## src/sv/rppo_pkg.sv

```systemverilog
// ----------------------------------------------------------------------------
// rppo_pkg: shared types and constants of the RGB pixel point-op unit
// Pixel layouts, operation codes, register indexes and the fixed-point
// reciprocal constants used by the arithmetic pipeline.
// ----------------------------------------------------------------------------
package rppo_pkg;

  // pixel byte order: blue in the low byte
  typedef struct packed {
    logic [7:0] red;
    logic [7:0] green;
    logic [7:0] blue;
  } pix_t;

  // input word: first image pixel low, second image pixel high
  typedef struct packed {
    pix_t other;
    pix_t src;
  } in_word_t;

  // channel positions inside a pix_t viewed as [2:0][7:0]
  localparam int CH_BLUE  = 0;
  localparam int CH_GREEN = 1;
  localparam int CH_RED   = 2;
  localparam int NUM_CH   = 3;

  // operation codes
  typedef enum logic [3:0] {
    MODE_RED   = 4'd0,
    MODE_GREEN = 4'd1,
    MODE_BLUE  = 4'd2,
    MODE_GREY  = 4'd3,
    MODE_BLEND = 4'd4,
    MODE_DIFF  = 4'd5,
    MODE_MUL   = 4'd6,
    MODE_MIN   = 4'd7,
    MODE_MAX   = 4'd8,
    MODE_SAT   = 4'd9
  } mode_e;

  // register map (index is paddr[2])
  localparam int   CFG_AW        = 3;
  localparam logic REG_OP_MODE   = 1'b0;
  localparam logic REG_BLEND_PCT = 1'b1;

  localparam int         PCT_W     = 7;
  localparam logic [6:0] PCT_FULL  = 7'd100;
  localparam logic [6:0] PCT_RESET = 7'd50;

  // live configuration seen by the datapath (percent already limited to 100)
  typedef struct packed {
    mode_e      mode;
    logic [6:0] pct;
  } cfg_t;

  // x/100 for x <= 25500: (x * 41944) >> 22
  localparam logic [15:0] K100    = 16'd41944;
  localparam int          K100_SH = 22;
  // x/1000 for x <= 255000: (x * 268436) >> 28
  localparam logic [18:0] K1000    = 19'd268436;
  localparam int          K1000_SH = 28;

  // saturation divider
  localparam int SUM_W      = 10;
  localparam int NUM_W      = 18;
  localparam int Q_W        = 8;
  localparam int DIV_STEPS  = 2;
  localparam int DIV_STAGES = Q_W / DIV_STEPS;

  // word carried alongside the divider
  typedef struct packed {
    pix_t pix;
    logic sat;
  } side_t;

endpackage

```

## src/sv/rgb_pixel_point_op_unit.sv

```systemverilog
// ----------------------------------------------------------------------------
// rgb_pixel_point_op_unit: per-pixel RGB point operations
// Top level: configuration registers, arithmetic front end, saturation
// divider and output buffer.
// ----------------------------------------------------------------------------
// One pixel word (first image in the low 24 bits, second image in the high
// 24 bits) is taken per clock and one result pixel comes out per word, in
// order. Throughput is one word per clock: two arithmetic stages, a
// four-stage restoring divider for saturation mode (two quotient bits per
// stage), and an output register with a skid register, so s_axis_tready
// only drops after the output has been stalled long enough to fill the
// skid. op_mode selects red, green or blue only, grey, blend, weighted
// difference, multiply, min, max or saturation (other codes give black);
// blend_percent (limited to 100) weights the first image.
// Change the registers only while no words are in flight.
// ----------------------------------------------------------------------------
module rgb_pixel_point_op_unit (
  input  logic                        clk,
  input  logic                        rst,
  // config port
  input  logic                        psel,
  input  logic                        penable,
  input  logic                        pwrite,
  input  logic [rppo_pkg::CFG_AW-1:0] paddr,
  input  logic [31:0]                 pwdata,
  output logic [31:0]                 prdata,
  output logic                        pready,
  // input stream
  input  logic                        s_axis_tvalid,
  output logic                        s_axis_tready,
  // tdata: src_blue, src_green, src_red, other_blue, other_green, other_red
  input  logic [47:0]                 s_axis_tdata,
  // output stream
  output logic                        m_axis_tvalid,
  input  logic                        m_axis_tready,
  // tdata: out_blue, out_green, out_red
  output logic [23:0]                 m_axis_tdata
);
  import rppo_pkg::*;

  cfg_t             cfg;
  logic             en;
  logic             a_valid;
  side_t            a_side;
  logic [NUM_W-1:0] a_num;
  logic [SUM_W-1:0] a_den;
  logic             d_valid;
  side_t            d_side;
  logic [Q_W-1:0]   d_quo;
  pix_t             m_pix;

  rppo_cfg u_cfg (
    .clk     (clk),
    .rst     (rst),
    .psel    (psel),
    .penable (penable),
    .pwrite  (pwrite),
    .paddr   (paddr),
    .pwdata  (pwdata),
    .prdata  (prdata),
    .pready  (pready),
    .cfg     (cfg)
  );

  rppo_arith u_arith (
    .clk       (clk),
    .rst       (rst),
    .en        (en),
    .in_valid  (s_axis_tvalid),
    .in_word   (in_word_t'(s_axis_tdata)),
    .cfg       (cfg),
    .out_valid (a_valid),
    .side      (a_side),
    .num       (a_num),
    .den       (a_den)
  );

  rppo_div u_div (
    .clk       (clk),
    .rst       (rst),
    .en        (en),
    .in_valid  (a_valid),
    .in_side   (a_side),
    .num       (a_num),
    .den       (a_den),
    .out_valid (d_valid),
    .out_side  (d_side),
    .quo       (d_quo)
  );

  rppo_out u_out (
    .clk      (clk),
    .rst      (rst),
    .in_valid (d_valid),
    .in_side  (d_side),
    .quo      (d_quo),
    .en       (en),
    .m_valid  (m_axis_tvalid),
    .m_pix    (m_pix),
    .m_ready  (m_axis_tready)
  );

  assign s_axis_tready = en;
  assign m_axis_tdata  = m_pix;

endmodule

```

## src/sv/rppo_cfg.sv

```systemverilog
// ----------------------------------------------------------------------------
// rppo_cfg: configuration registers
// APB-style register file holding op_mode and blend_percent.
// ----------------------------------------------------------------------------
module rppo_cfg (
  input  logic                       clk,
  input  logic                       rst,
  input  logic                       psel,
  input  logic                       penable,
  input  logic                       pwrite,
  input  logic [rppo_pkg::CFG_AW-1:0] paddr,
  input  logic [31:0]                pwdata,
  output logic [31:0]                prdata,
  output logic                       pready,
  output rppo_pkg::cfg_t             cfg
);
  import rppo_pkg::*;

  logic [3:0]       op_mode;
  logic [PCT_W-1:0] blend_percent;
  logic [PCT_W-1:0] pct_eff;
  logic             wr;

  assign pready = 1'b1;
  assign wr     = psel & penable & pwrite & pready;

  // register writes
  always_ff @(posedge clk) begin
    if (rst) begin
      op_mode       <= 4'(MODE_GREY);
      blend_percent <= PCT_RESET;
      pct_eff       <= PCT_RESET;
    end else if (wr) begin
      unique case (paddr[2])
        REG_OP_MODE: begin
          op_mode <= pwdata[3:0];
        end
        REG_BLEND_PCT: begin
          blend_percent <= pwdata[PCT_W-1:0];
          pct_eff       <= (pwdata[PCT_W-1:0] > PCT_FULL) ? PCT_FULL : pwdata[PCT_W-1:0];
        end
        default: begin
        end
      endcase
    end
  end

  // read mux
  always_comb begin
    unique case (paddr[2])
      REG_OP_MODE:   prdata = {28'd0, op_mode};
      REG_BLEND_PCT: prdata = {25'd0, blend_percent};
      default:       prdata = 32'd0;
    endcase
  end

  assign cfg.mode = mode_e'(op_mode);
  assign cfg.pct  = pct_eff;

endmodule

```

## src/sv/rppo_arith.sv

```systemverilog
// ----------------------------------------------------------------------------
// rppo_arith: front two pipeline stages
// Stage 1 forms the products, grey weighted sum, channel min/max and the
// saturation sum/min. Stage 2 scales by reciprocals, selects the per-channel
// result and sets up the saturation dividend and divisor.
// ----------------------------------------------------------------------------
module rppo_arith (
  input  logic                          clk,
  input  logic                          rst,
  input  logic                          en,
  input  logic                          in_valid,
  input  rppo_pkg::in_word_t            in_word,
  input  rppo_pkg::cfg_t                cfg,
  output logic                          out_valid,
  output rppo_pkg::side_t               side,
  output logic [rppo_pkg::NUM_W-1:0]    num,
  output logic [rppo_pkg::SUM_W-1:0]    den
);
  import rppo_pkg::*;

  logic [NUM_CH-1:0][7:0] s_ch;
  logic [NUM_CH-1:0][7:0] o_ch;
  logic [PCT_W-1:0]       q_pct;

  // stage 1 registers
  logic                    v1;
  mode_e                   mode1;
  logic [NUM_CH-1:0][7:0]  s1;
  logic [NUM_CH-1:0][7:0]  mn1;
  logic [NUM_CH-1:0][7:0]  mx1;
  logic [NUM_CH-1:0][14:0] ps1;
  logic [NUM_CH-1:0][14:0] qo1;
  logic [NUM_CH-1:0][15:0] so1;
  logic [17:0]             gsum1;
  logic [SUM_W-1:0]        sum1;
  logic [7:0]              smin1;

  // stage 2 combinational
  logic [NUM_CH-1:0][7:0]  res_ch;
  logic [36:0]             gprod;
  logic [7:0]              grey_q;
  logic [SUM_W-1:0]        d_sat;
  logic [7:0]              min_gb;

  // stage 2 registers
  logic                    v2;
  side_t                   side2;
  logic [NUM_W-1:0]        num2;
  logic [SUM_W-1:0]        den2;

  assign s_ch  = in_word.src;
  assign o_ch  = in_word.other;
  assign q_pct = PCT_FULL - cfg.pct;
  assign min_gb = (s_ch[CH_BLUE] < s_ch[CH_GREEN]) ? s_ch[CH_BLUE] : s_ch[CH_GREEN];

  // stage 1 valid
  always_ff @(posedge clk) begin
    if (rst) begin
      v1 <= 1'b0;
    end else if (en) begin
      v1 <= in_valid;
    end
  end

  // stage 1 payload
  always_ff @(posedge clk) begin
    if (en) begin
      mode1 <= cfg.mode;
      s1    <= s_ch;
      for (int c = 0; c < NUM_CH; c++) begin
        ps1[c] <= 15'(cfg.pct) * 15'(s_ch[c]);
        qo1[c] <= 15'(q_pct) * 15'(o_ch[c]);
        so1[c] <= 16'(s_ch[c]) * 16'(o_ch[c]);
        mn1[c] <= (s_ch[c] < o_ch[c]) ? s_ch[c] : o_ch[c];
        mx1[c] <= (s_ch[c] > o_ch[c]) ? s_ch[c] : o_ch[c];
      end
      gsum1 <= 18'(s_ch[CH_RED]) * 18'd299 + 18'(s_ch[CH_GREEN]) * 18'd587
             + 18'(s_ch[CH_BLUE]) * 18'd114;
      sum1  <= 10'(s_ch[CH_RED]) + 10'(s_ch[CH_GREEN]) + 10'(s_ch[CH_BLUE]);
      smin1 <= (s_ch[CH_RED] < min_gb) ? s_ch[CH_RED] : min_gb;
    end
  end

  // grey: divide weighted sum by 1000
  assign gprod  = 37'(gsum1) * 37'(K1000);
  assign grey_q = gprod[K1000_SH+7:K1000_SH];

  // saturation: sum - 3*min never underflows
  assign d_sat = sum1 - ({2'b00, smin1} + {1'b0, smin1, 1'b0});

  // per-channel result select
  always_comb begin
    logic [15:0] x;
    logic [31:0] prod;
    logic [7:0]  quo;
    logic        neg;
    for (int c = 0; c < NUM_CH; c++) begin
      neg  = (ps1[c] <= qo1[c]);
      x    = (mode1 == MODE_DIFF) ? (16'(ps1[c]) - 16'(qo1[c]))
                                  : (16'(ps1[c]) + 16'(qo1[c]));
      prod = 32'(x) * 32'(K100);
      quo  = prod[K100_SH+7:K100_SH];
      unique case (mode1)
        MODE_RED:   res_ch[c] = (c == CH_RED)   ? s1[c] : 8'd0;
        MODE_GREEN: res_ch[c] = (c == CH_GREEN) ? s1[c] : 8'd0;
        MODE_BLUE:  res_ch[c] = (c == CH_BLUE)  ? s1[c] : 8'd0;
        MODE_GREY:  res_ch[c] = grey_q;
        MODE_BLEND: res_ch[c] = quo;
        MODE_DIFF:  res_ch[c] = neg ? 8'd0 : quo;
        MODE_MUL:   res_ch[c] = (|so1[c][15:8]) ? 8'hFF : so1[c][7:0];
        MODE_MIN:   res_ch[c] = mn1[c];
        MODE_MAX:   res_ch[c] = mx1[c];
        default:    res_ch[c] = 8'd0;
      endcase
    end
  end

  // stage 2 valid
  always_ff @(posedge clk) begin
    if (rst) begin
      v2 <= 1'b0;
    end else if (en) begin
      v2 <= v1;
    end
  end

  // stage 2 payload; a black pixel divides 0 by 1
  always_ff @(posedge clk) begin
    if (en) begin
      side2.pix <= res_ch;
      side2.sat <= (mode1 == MODE_SAT);
      num2      <= {d_sat, 8'd0} - NUM_W'(d_sat);
      den2      <= (sum1 == '0) ? SUM_W'(1) : sum1;
    end
  end

  assign out_valid = v2;
  assign side      = side2;
  assign num       = num2;
  assign den       = den2;

endmodule

```

## src/sv/rppo_div.sv

```systemverilog
// ----------------------------------------------------------------------------
// rppo_div: pipelined restoring divider
// Produces an 8-bit quotient, two quotient bits per stage. The dividend is
// known to be below 256 times the divisor. A side word travels along.
// ----------------------------------------------------------------------------
module rppo_div (
  input  logic                       clk,
  input  logic                       rst,
  input  logic                       en,
  input  logic                       in_valid,
  input  rppo_pkg::side_t            in_side,
  input  logic [rppo_pkg::NUM_W-1:0] num,
  input  logic [rppo_pkg::SUM_W-1:0] den,
  output logic                       out_valid,
  output rppo_pkg::side_t            out_side,
  output logic [rppo_pkg::Q_W-1:0]   quo
);
  import rppo_pkg::*;

  logic             vld  [DIV_STAGES];
  side_t            sd   [DIV_STAGES];
  logic [NUM_W-1:0] rem  [DIV_STAGES];
  logic [SUM_W-1:0] dv   [DIV_STAGES];
  logic [Q_W-1:0]   qr   [DIV_STAGES];

  for (genvar j = 0; j < DIV_STAGES; j++) begin : g_stage
    localparam int TOP_BIT = Q_W - 1 - j * DIV_STEPS;

    logic             v_in;
    side_t            sd_in;
    logic [NUM_W-1:0] rem_in;
    logic [SUM_W-1:0] dv_in;
    logic [Q_W-1:0]   q_in;
    logic [NUM_W-1:0] rem_nx;
    logic [Q_W-1:0]   q_nx;

    if (j == 0) begin : g_first
      assign v_in   = in_valid;
      assign sd_in  = in_side;
      assign rem_in = num;
      assign dv_in  = den;
      assign q_in   = '0;
    end else begin : g_next
      assign v_in   = vld[j-1];
      assign sd_in  = sd[j-1];
      assign rem_in = rem[j-1];
      assign dv_in  = dv[j-1];
      assign q_in   = qr[j-1];
    end

    // two compare/subtract steps
    always_comb begin
      logic [NUM_W-1:0] trial;
      rem_nx = rem_in;
      q_nx   = q_in;
      for (int i = 0; i < DIV_STEPS; i++) begin
        trial = NUM_W'(dv_in) << (TOP_BIT - i);
        if (rem_nx >= trial) begin
          rem_nx = rem_nx - trial;
          q_nx   = {q_nx[Q_W-2:0], 1'b1};
        end else begin
          q_nx   = {q_nx[Q_W-2:0], 1'b0};
        end
      end
    end

    always_ff @(posedge clk) begin
      if (rst) begin
        vld[j] <= 1'b0;
      end else if (en) begin
        vld[j] <= v_in;
      end
    end

    always_ff @(posedge clk) begin
      if (en) begin
        sd[j]  <= sd_in;
        rem[j] <= rem_nx;
        dv[j]  <= dv_in;
        qr[j]  <= q_nx;
      end
    end
  end

  assign out_valid = vld[DIV_STAGES-1];
  assign out_side  = sd[DIV_STAGES-1];
  assign quo       = qr[DIV_STAGES-1];

endmodule

```

## src/sv/rppo_out.sv

```systemverilog
// ----------------------------------------------------------------------------
// rppo_out: result select and output buffer
// Picks the saturation quotient or the precomputed pixel, then holds it in
// an output register backed by a skid register so the pipeline keeps moving
// while a word waits downstream, stalling only once the skid register is full.
// ----------------------------------------------------------------------------
module rppo_out (
  input  logic                     clk,
  input  logic                     rst,
  input  logic                     in_valid,
  input  rppo_pkg::side_t          in_side,
  input  logic [rppo_pkg::Q_W-1:0] quo,
  output logic                     en,
  output logic                     m_valid,
  output rppo_pkg::pix_t           m_pix,
  input  logic                     m_ready
);
  import rppo_pkg::*;

  pix_t sel_pix;
  logic out_valid;
  pix_t out_pix;
  logic skid_valid;
  pix_t skid_pix;
  logic load_out;

  assign sel_pix  = in_side.sat ? pix_t'({quo, quo, quo}) : in_side.pix;
  assign en       = ~skid_valid;
  assign load_out = ~out_valid | m_ready;

  // buffer control
  always_ff @(posedge clk) begin
    if (rst) begin
      out_valid  <= 1'b0;
      skid_valid <= 1'b0;
    end else if (load_out) begin
      if (skid_valid) begin
        out_valid  <= 1'b1;
        skid_valid <= 1'b0;
      end else begin
        out_valid  <= in_valid;
      end
    end else if (in_valid && !skid_valid) begin
      skid_valid <= 1'b1;
    end
  end

  // buffer data
  always_ff @(posedge clk) begin
    if (load_out) begin
      out_pix <= skid_valid ? skid_pix : sel_pix;
    end else if (!skid_valid) begin
      skid_pix <= sel_pix;
    end
  end

  assign m_valid = out_valid;
  assign m_pix   = out_pix;

endmodule

```

## config.mk

```make
export PLATFORM = sky130hd
export DESIGN_NAME = rgb_pixel_point_op_unit
export DESIGN_NICKNAME = d
export VERILOG_FILES = /design/src/sv/rppo_pkg.sv /design/src/sv/rgb_pixel_point_op_unit.sv /design/src/sv/rppo_cfg.sv /design/src/sv/rppo_arith.sv /design/src/sv/rppo_div.sv /design/src/sv/rppo_out.sv
export SDC_FILE = /design/constraint.sdc
export NUM_CORES = 2
export LEC_CHECK = 0
export BUFFER_PORTS_ARGS = -buffer_cell sky130_fd_sc_hd__buf_4
export CAP_MARGIN = 0
export CORE_ASPECT_RATIO = 1.75
export CORE_UTILIZATION = 50
export CTS_CLUSTER_DIAMETER = 80
export DETAILED_ROUTE_END_ITERATION = 6
export GPL_TIMING_DRIVEN = 0
export HOLD_SLACK_MARGIN = 0.06
export PLACE_DENSITY = 0.66
export SETUP_SLACK_MARGIN = 0.2
export SLEW_MARGIN = 25
export SYNTH_ARGS = -nofsm -noshare
export SYNTH_HDL_FRONTEND = slang
export SYNTH_SLANG_ARGS = --single-unit
```

## constraint.sdc

```tcl
create_clock -name clk -period 13.7 [get_ports clk]
set_input_delay 0 -clock clk [delete_from_list [all_inputs] [get_ports clk]]
set_output_delay 0 -clock clk [all_outputs]
set_load 0.03 [all_outputs]
```

Word level (Yosys, flattened, before mapping)
Memory sizes are Yosys's and may differ from the RTL's.
Index checks and enable logic that the tools add are counted.

word-level totals
  flip-flop bits (word level) = 373
  memory bits (writable) = 248
  bits of input ports = 90
  output and inout bits = 59
  word-level logic and storage cells = 183
  memories = 5

operators by class
  $add $sub $neg = 22
  multipliers = 16
  $lt $le $gt $ge = 20
  eq/ne operators = 9
  multiplexer cells = 50
  bitwise operators = 10
  reductions and logical operators = 10

memories
  memory     depth  width  rd ports  clocked after Yosys merged registers in  write ports  line            text
  u_div.sd   4      25     4         0                                        4            rppo_div.sv:21  side_t sd [DIV_STAGES];
  u_div.rem  4      18     3         0                                        4            rppo_div.sv:22  logic [NUM_W-1:0] rem [DIV_STAGES];
  u_div.dv   4      10     3         0                                        4            rppo_div.sv:23  logic [SUM_W-1:0] dv [DIV_STAGES];
  u_div.qr   4      8      4         0                                        4            rppo_div.sv:24  logic [Q_W-1:0] qr [DIV_STAGES];
  u_div.vld  4      1      4         0                                        4            rppo_div.sv:20  logic vld [DIV_STAGES];

operators by type and width
  cell                                                                   number
  8-bit case mux with 7 select lines                                     3
  18-bit two-way mux                                                     8
  8-bit two-way mux                                                      14
  7-bit by 8-bit multiplier with 15-bit output                           6
  16-bit by 13-bit multiplier with 27-bit output, second input constant  3
  32-bit case mux with 2 select lines                                    1
  15-bit by 15-bit adder with 16-bit output                              3
  8-bit by 8-bit multiplier with 16-bit output                           3
  16-bit two-way mux                                                     3
  24-bit two-way mux                                                     2
  15-bit by 15-bit subtractor with 16-bit output                         3
  15-bit <= comparator                                                   3
  8-bit less-than comparator                                             5
  18-bit by 10-bit subtractor with 18-bit output                         2
  18-bit by 17-bit multiplier with 34-bit output, second input constant  1
  8-bit > comparator                                                     3
  8-bit OR reduction                                                     3
  17-bit by 18-bit adder with 18-bit output                              1
  18-bit by 15-bit adder with 18-bit output                              1
  18-bit by 10-bit greater-or-equal comparator with 1-bit output         1
  18-bit by 11-bit greater-or-equal comparator with 1-bit output         1
  18-bit by 12-bit greater-or-equal comparator with 1-bit output         1
  18-bit by 13-bit greater-or-equal comparator with 1-bit output         1
  18-bit by 14-bit greater-or-equal comparator with 1-bit output         1
  34 further kinds                                                       64

Longest topological paths before layout
  word-level depth = 5
  gate-level depth with buffers = 33
  depth with buffers taken out = 33

Hierarchy
A second synthesis with hierarchy kept.

unflattened totals
  cell total of the unflattened synthesis = 6448
  area total of the unflattened synthesis = 65816.9 µm²

by module, submodules not included
  module      times used  cells each  area each (µm²)  sequential area each (µm²)
  rppo_arith  1           5305        51640.8          9138.8
  rppo_div    1           898         11195.7          6246.0
  rppo_out    1           136         2035.7           1481.4
  rppo_cfg    1           109         944.7            360.3

Worst setup path before layout
OpenSTA, ideal clock, no wires.

  path type = register -> register
  from = register u_out.skid_valid
  to = register u_arith.den2[0], in the netlist u_arith.den[0], enable pin
  library setup time = 0.859 ns
  data arrival time = 10.584 ns
  data required time = 12.841 ns
  path slack = 2.256 ns
  stages on the path, launching flop included = 4
  buffers on the path = 2
  clock period less this slack = 11.444 ns
  cell sequence = dfxtp_1 -> clkbuf_1 -> clkbuf_1 -> inv_1

RTL lines
  element                 line               text
  from (decl)             rppo_out.sv:23     logic skid_valid;
  from (signal assigned)  rppo_out.sv:35     skid_valid <= 1'b0;
  from (signal assigned)  rppo_out.sv:39     skid_valid <= 1'b0;
  from (signal assigned)  rppo_out.sv:44     skid_valid <= 1'b1;
  to (signal assigned)    rppo_arith.sv:133  den2 <= (sum1 == '0) ? SUM_W'(1) : sum1;
  to (decl)               rppo_arith.sv:49   logic [SUM_W-1:0] den2;

No word-level cell between the ends.

==> impl_metrics.toml <==
[sta]
period_needed_ps = 9750
holdWs_ps = 116
rsz0062_at_grt = "false"
hold_violations = 0
layout_setup_ws_ps = 3950
relSlewSlack_pct = 28.0
slew_violations = 0
max_freq_mhz = 103
tightest_slew_ps = 1080
finalClockSkew_ps = 53.4
final-setup-viol-count = 0
finalCritPeriodShare_pct = 71.2

[setup_path]
arrival_ps = 10180
cp_max_fo = 10
crit_required_ps = 14130
r2r_slack_ps = 3950
worst_setup_path_start_kind = "flip-flop"
crit_type = "flip-flop to flip-flop"
r2r_start = "u_arith.mode1[3]"
reg2reg_depth = 27
endpoint_kind = "flip-flop"
r2r_end = "u_arith.side[7]"

[min_path]
hp-class = "primary input to flip-flop"
worstHoldEndpoint = "u_cfg.blend_percent[4]"
min_path_cells = 4
min_from = "pwdata[4]"

[floorplan]
io_pins = 149
core_um2 = 130000
die-area_um2 = 133000
die_y_um = 482
rows = 175
start_util_pct = 50.5
die_w_um = 276

[synth]
ys.flop_type = "edfxtp_1"
synth_top_area_share_pct = 25.5
synth_cell_types = 96
synth_top_area_cell = "edfxtp_1"
ys_seq_area_share_pct = 26.2
synth_edf_count = 559
synthArstFlopShare_pct = 0
synth_warnings = 0
post_synth.cell_area_avg_um2 = 10.1
ys_top_cells_by_area = "edfxtp_1 (25%), ha_1 (21%), fa_1 (19%), inv_1 (7.1%), xnor2_1 (3.0%)"
syn_inst = 6506
syn_area_um2 = 65800
synth_seq_cells = 581

[routing]
ant_nets = 0
dr.pass1.iters = 7
vias_per_cell = 5.54
drc = 3
vias = 47100
wl_per_cell_um = 20.3
drt_iter0_drc = 2535
drt-total-wl_mm = 172

[outcome]
outcome = "finished with violations"
violations = "DRC"

[cts]
htreeDepth = 2
cts_buffer_depth = 3
cts_made_buffers = 60
ctsResizeCount = 0
cts_tree = "yes"
clk-insertion-delay-late_ps = 710
clkTransAtPathRegs_ps = 60
tritoncts_num_sinks = 581
post_cts_buffers = 0
hold_buffers = 72
root_buffer = "clkbuf_16"

[global_routing]
antenna_found_initial = 5
grt_usage_pct = 26.3
first_global_vias = 50200
grt-ovfl-total = 0
grt_max_degree = 105
grt_pass1_wl_mm = 270

[placement]
pre_cts_ws_ps = 3930
place.gp.congestion = 0.951
numPortBuffers = 94
dp_hpwl_mm = 142

[cells_and_area]
fin_nets = 8601
area_growth_pct = 9.03
drive_above_1_share_pct = 4.83

[flow_run]
maxCapViolCount = 0
==> cells in the final DEF (no fill, tap or decap), types with 14 or more instances in the layout <==
cell	netlist	routed
ha_1	1109	1109
or2_2	18	18
a21o_1	77	77
o21bai_1	49	49
inv_1	1239	1238
xor2_1	91	91
clkinv_1	7	14
o21a_1	32	32
clkbuf_16	0	60
conb_1	2	26
mux2_2	37	37
dlygate4sd3_1	0	72
a211oi_1	33	33
and2_1	161	161
o31ai_1	22	22
a211o_1	17	17
buf_4	26	121
a31oi_1	27	27
nand4_1	47	47
xnor2_1	227	227
and3_1	19	19
fa_1	638	638
mux2i_1	54	54
nand2_1	525	525
nand3_1	55	55
nand2b_1	34	33
o2111ai_1	32	32
o21ai_0	221	221
edfxtp_1	559	559
a222oi_1	17	17
dfxtp_1	22	22
nor3_1	82	79
nor2_1	330	330
nor4_1	24	23
clkbuf_1	144	149
nor2b_1	50	50
or3_1	28	28
o211ai_1	17	17
a21oi_1	231	231
==> synthesized netlist by cell type, drive strengths merged (56+ instances only) <==
cell       n
nor3      84
clkbuf   144
and2     161
xor2      93
nor2     330
fa       638
edfxtp   559
o21ai    228
a21oi    235
nand2    526
inv     1242
nand3     56
ha      1109
xnor2    227
a21o      77
==> worst max-delay path, cell delays in order (launching register included) <==
cell	delay, ps
edfxtp_1	520
nand2b_1	300
or2_2	150
clkbuf_1	590
clkbuf_1	640
clkbuf_1	700
clkbuf_1	730
o21ai_0	220
xnor2_1	770
ha_1	390
ha_1	280
inv_1	40
fa_1	470
inv_1	50
fa_1	470
inv_1	50
fa_1	550
inv_1	60
ha_1	310
a21o_1	170
a31o_2	230
a21oi_1	150
o221ai_1	200
o41a_1	420
a311oi_1	410
xnor2_1	190
nor2_1	140
a211o_1	270
==> state kept, by name, indices dropped and copies added (netlist names), 4 cells and up <==
register,count
u_arith.qo1,45
u_arith.side,25
u_arith.num,18
u_arith.smin1,8
u_arith.mode1,4
u_arith.so1,48
u_div.qr,20
u_div.dv,30
u_arith.s1,24
u_out.skid_pix,24
u_cfg.pct_eff,7
u_arith.gsum1,18
u_cfg.blend_percent,7
u_arith.den,10
u_arith.ps1,45
u_arith.mn1,24
u_out.m_pix,24
u_div.vld,4
u_arith.mx1,24
u_cfg.op_mode,4
u_div.sd,100
u_div.rem,54
u_arith.sum1,10
==> worst max-delay path by stage <==
stage                      from               to  slack (ps)  depth (start not counted)
2_1_floorplan  u_out.skid_valid   u_arith.den[0]        2260                          3
3_3_place_gp   u_out.skid_valid    s_axis_tready       -2110                          4
3_5_place_dp   u_arith.mode1[3]  u_arith.side[7]        3930                         27
4_1_cts        u_arith.mode1[3]  u_arith.side[7]        3910                         27
5_1_grt        u_arith.mode1[3]  u_arith.side[8]        3600                         27
6_report       u_arith.mode1[3]  u_arith.side[7]        3950                         27
==> cells by family (layout without fill, tap and decap cells) <==
kind of cell | count (synthesis) | after routing | share of synthesized area [%]
buffers and inverters | 1432 | 1718 | 8.34
muxes | 91 | 91 | 1.45
adders and majority gates | 1747 | 1747 | 40.5
and+or+nand+nor | 1414 | 1414 | 10.1
DFF | 581 | 581 | 26.2
other | 2 | 29 | 0.0114
AOI/OAI and AO/OA | 919 | 919 | 9.19
xor gates and xnor gates | 320 | 320 | 4.28
==> per-layer routing <==
metal  global-route usage (%)  vias up  routed length [µm]
met1                     27.2    23100               61100
met3                     2.67      491                7310
met5                        0        -                  10
met4                     19.8        2               15100
met2                     49.0     1239               88700
li1                         -    22200                   -
==> per-stage QoR <==
| stage | util (%) | setup TNS, ps | cell area [µm²] | cells |
|---|---|---|---|---|
| 3_5_place_dp | 52.9 | 0 | 68900 | 8311 |
| 2_1_floorplan | - | 0 | 65900 | 6530 |
| 4_1_cts | 55.1 | 0 | 71800 | 8497 |
| 6_report | 55.1 | 0 | 71800 | 8500 |
| 3_3_place_gp | 52.8 | -840110 | 68700 | 8305 |
| 5_1_grt | 55.1 | 0 | 71800 | 8498 |
==> final cells by class <==
type                    instances  area (µm²)
diodes                          3        7.51
plain buffers                 183         806
clock buffers                  66        1520
clock inverters                48         609
fillers                     11500       58500
inverters                    1249        4700
multi-input cells            4517       43200
flip-flops and latches        581       17200
well taps                    1681        2100
repair buffers                172        1570
Power is not shown: default switching activity piles up to over one toggle a cycle in this logic, so the estimate is an artifact.
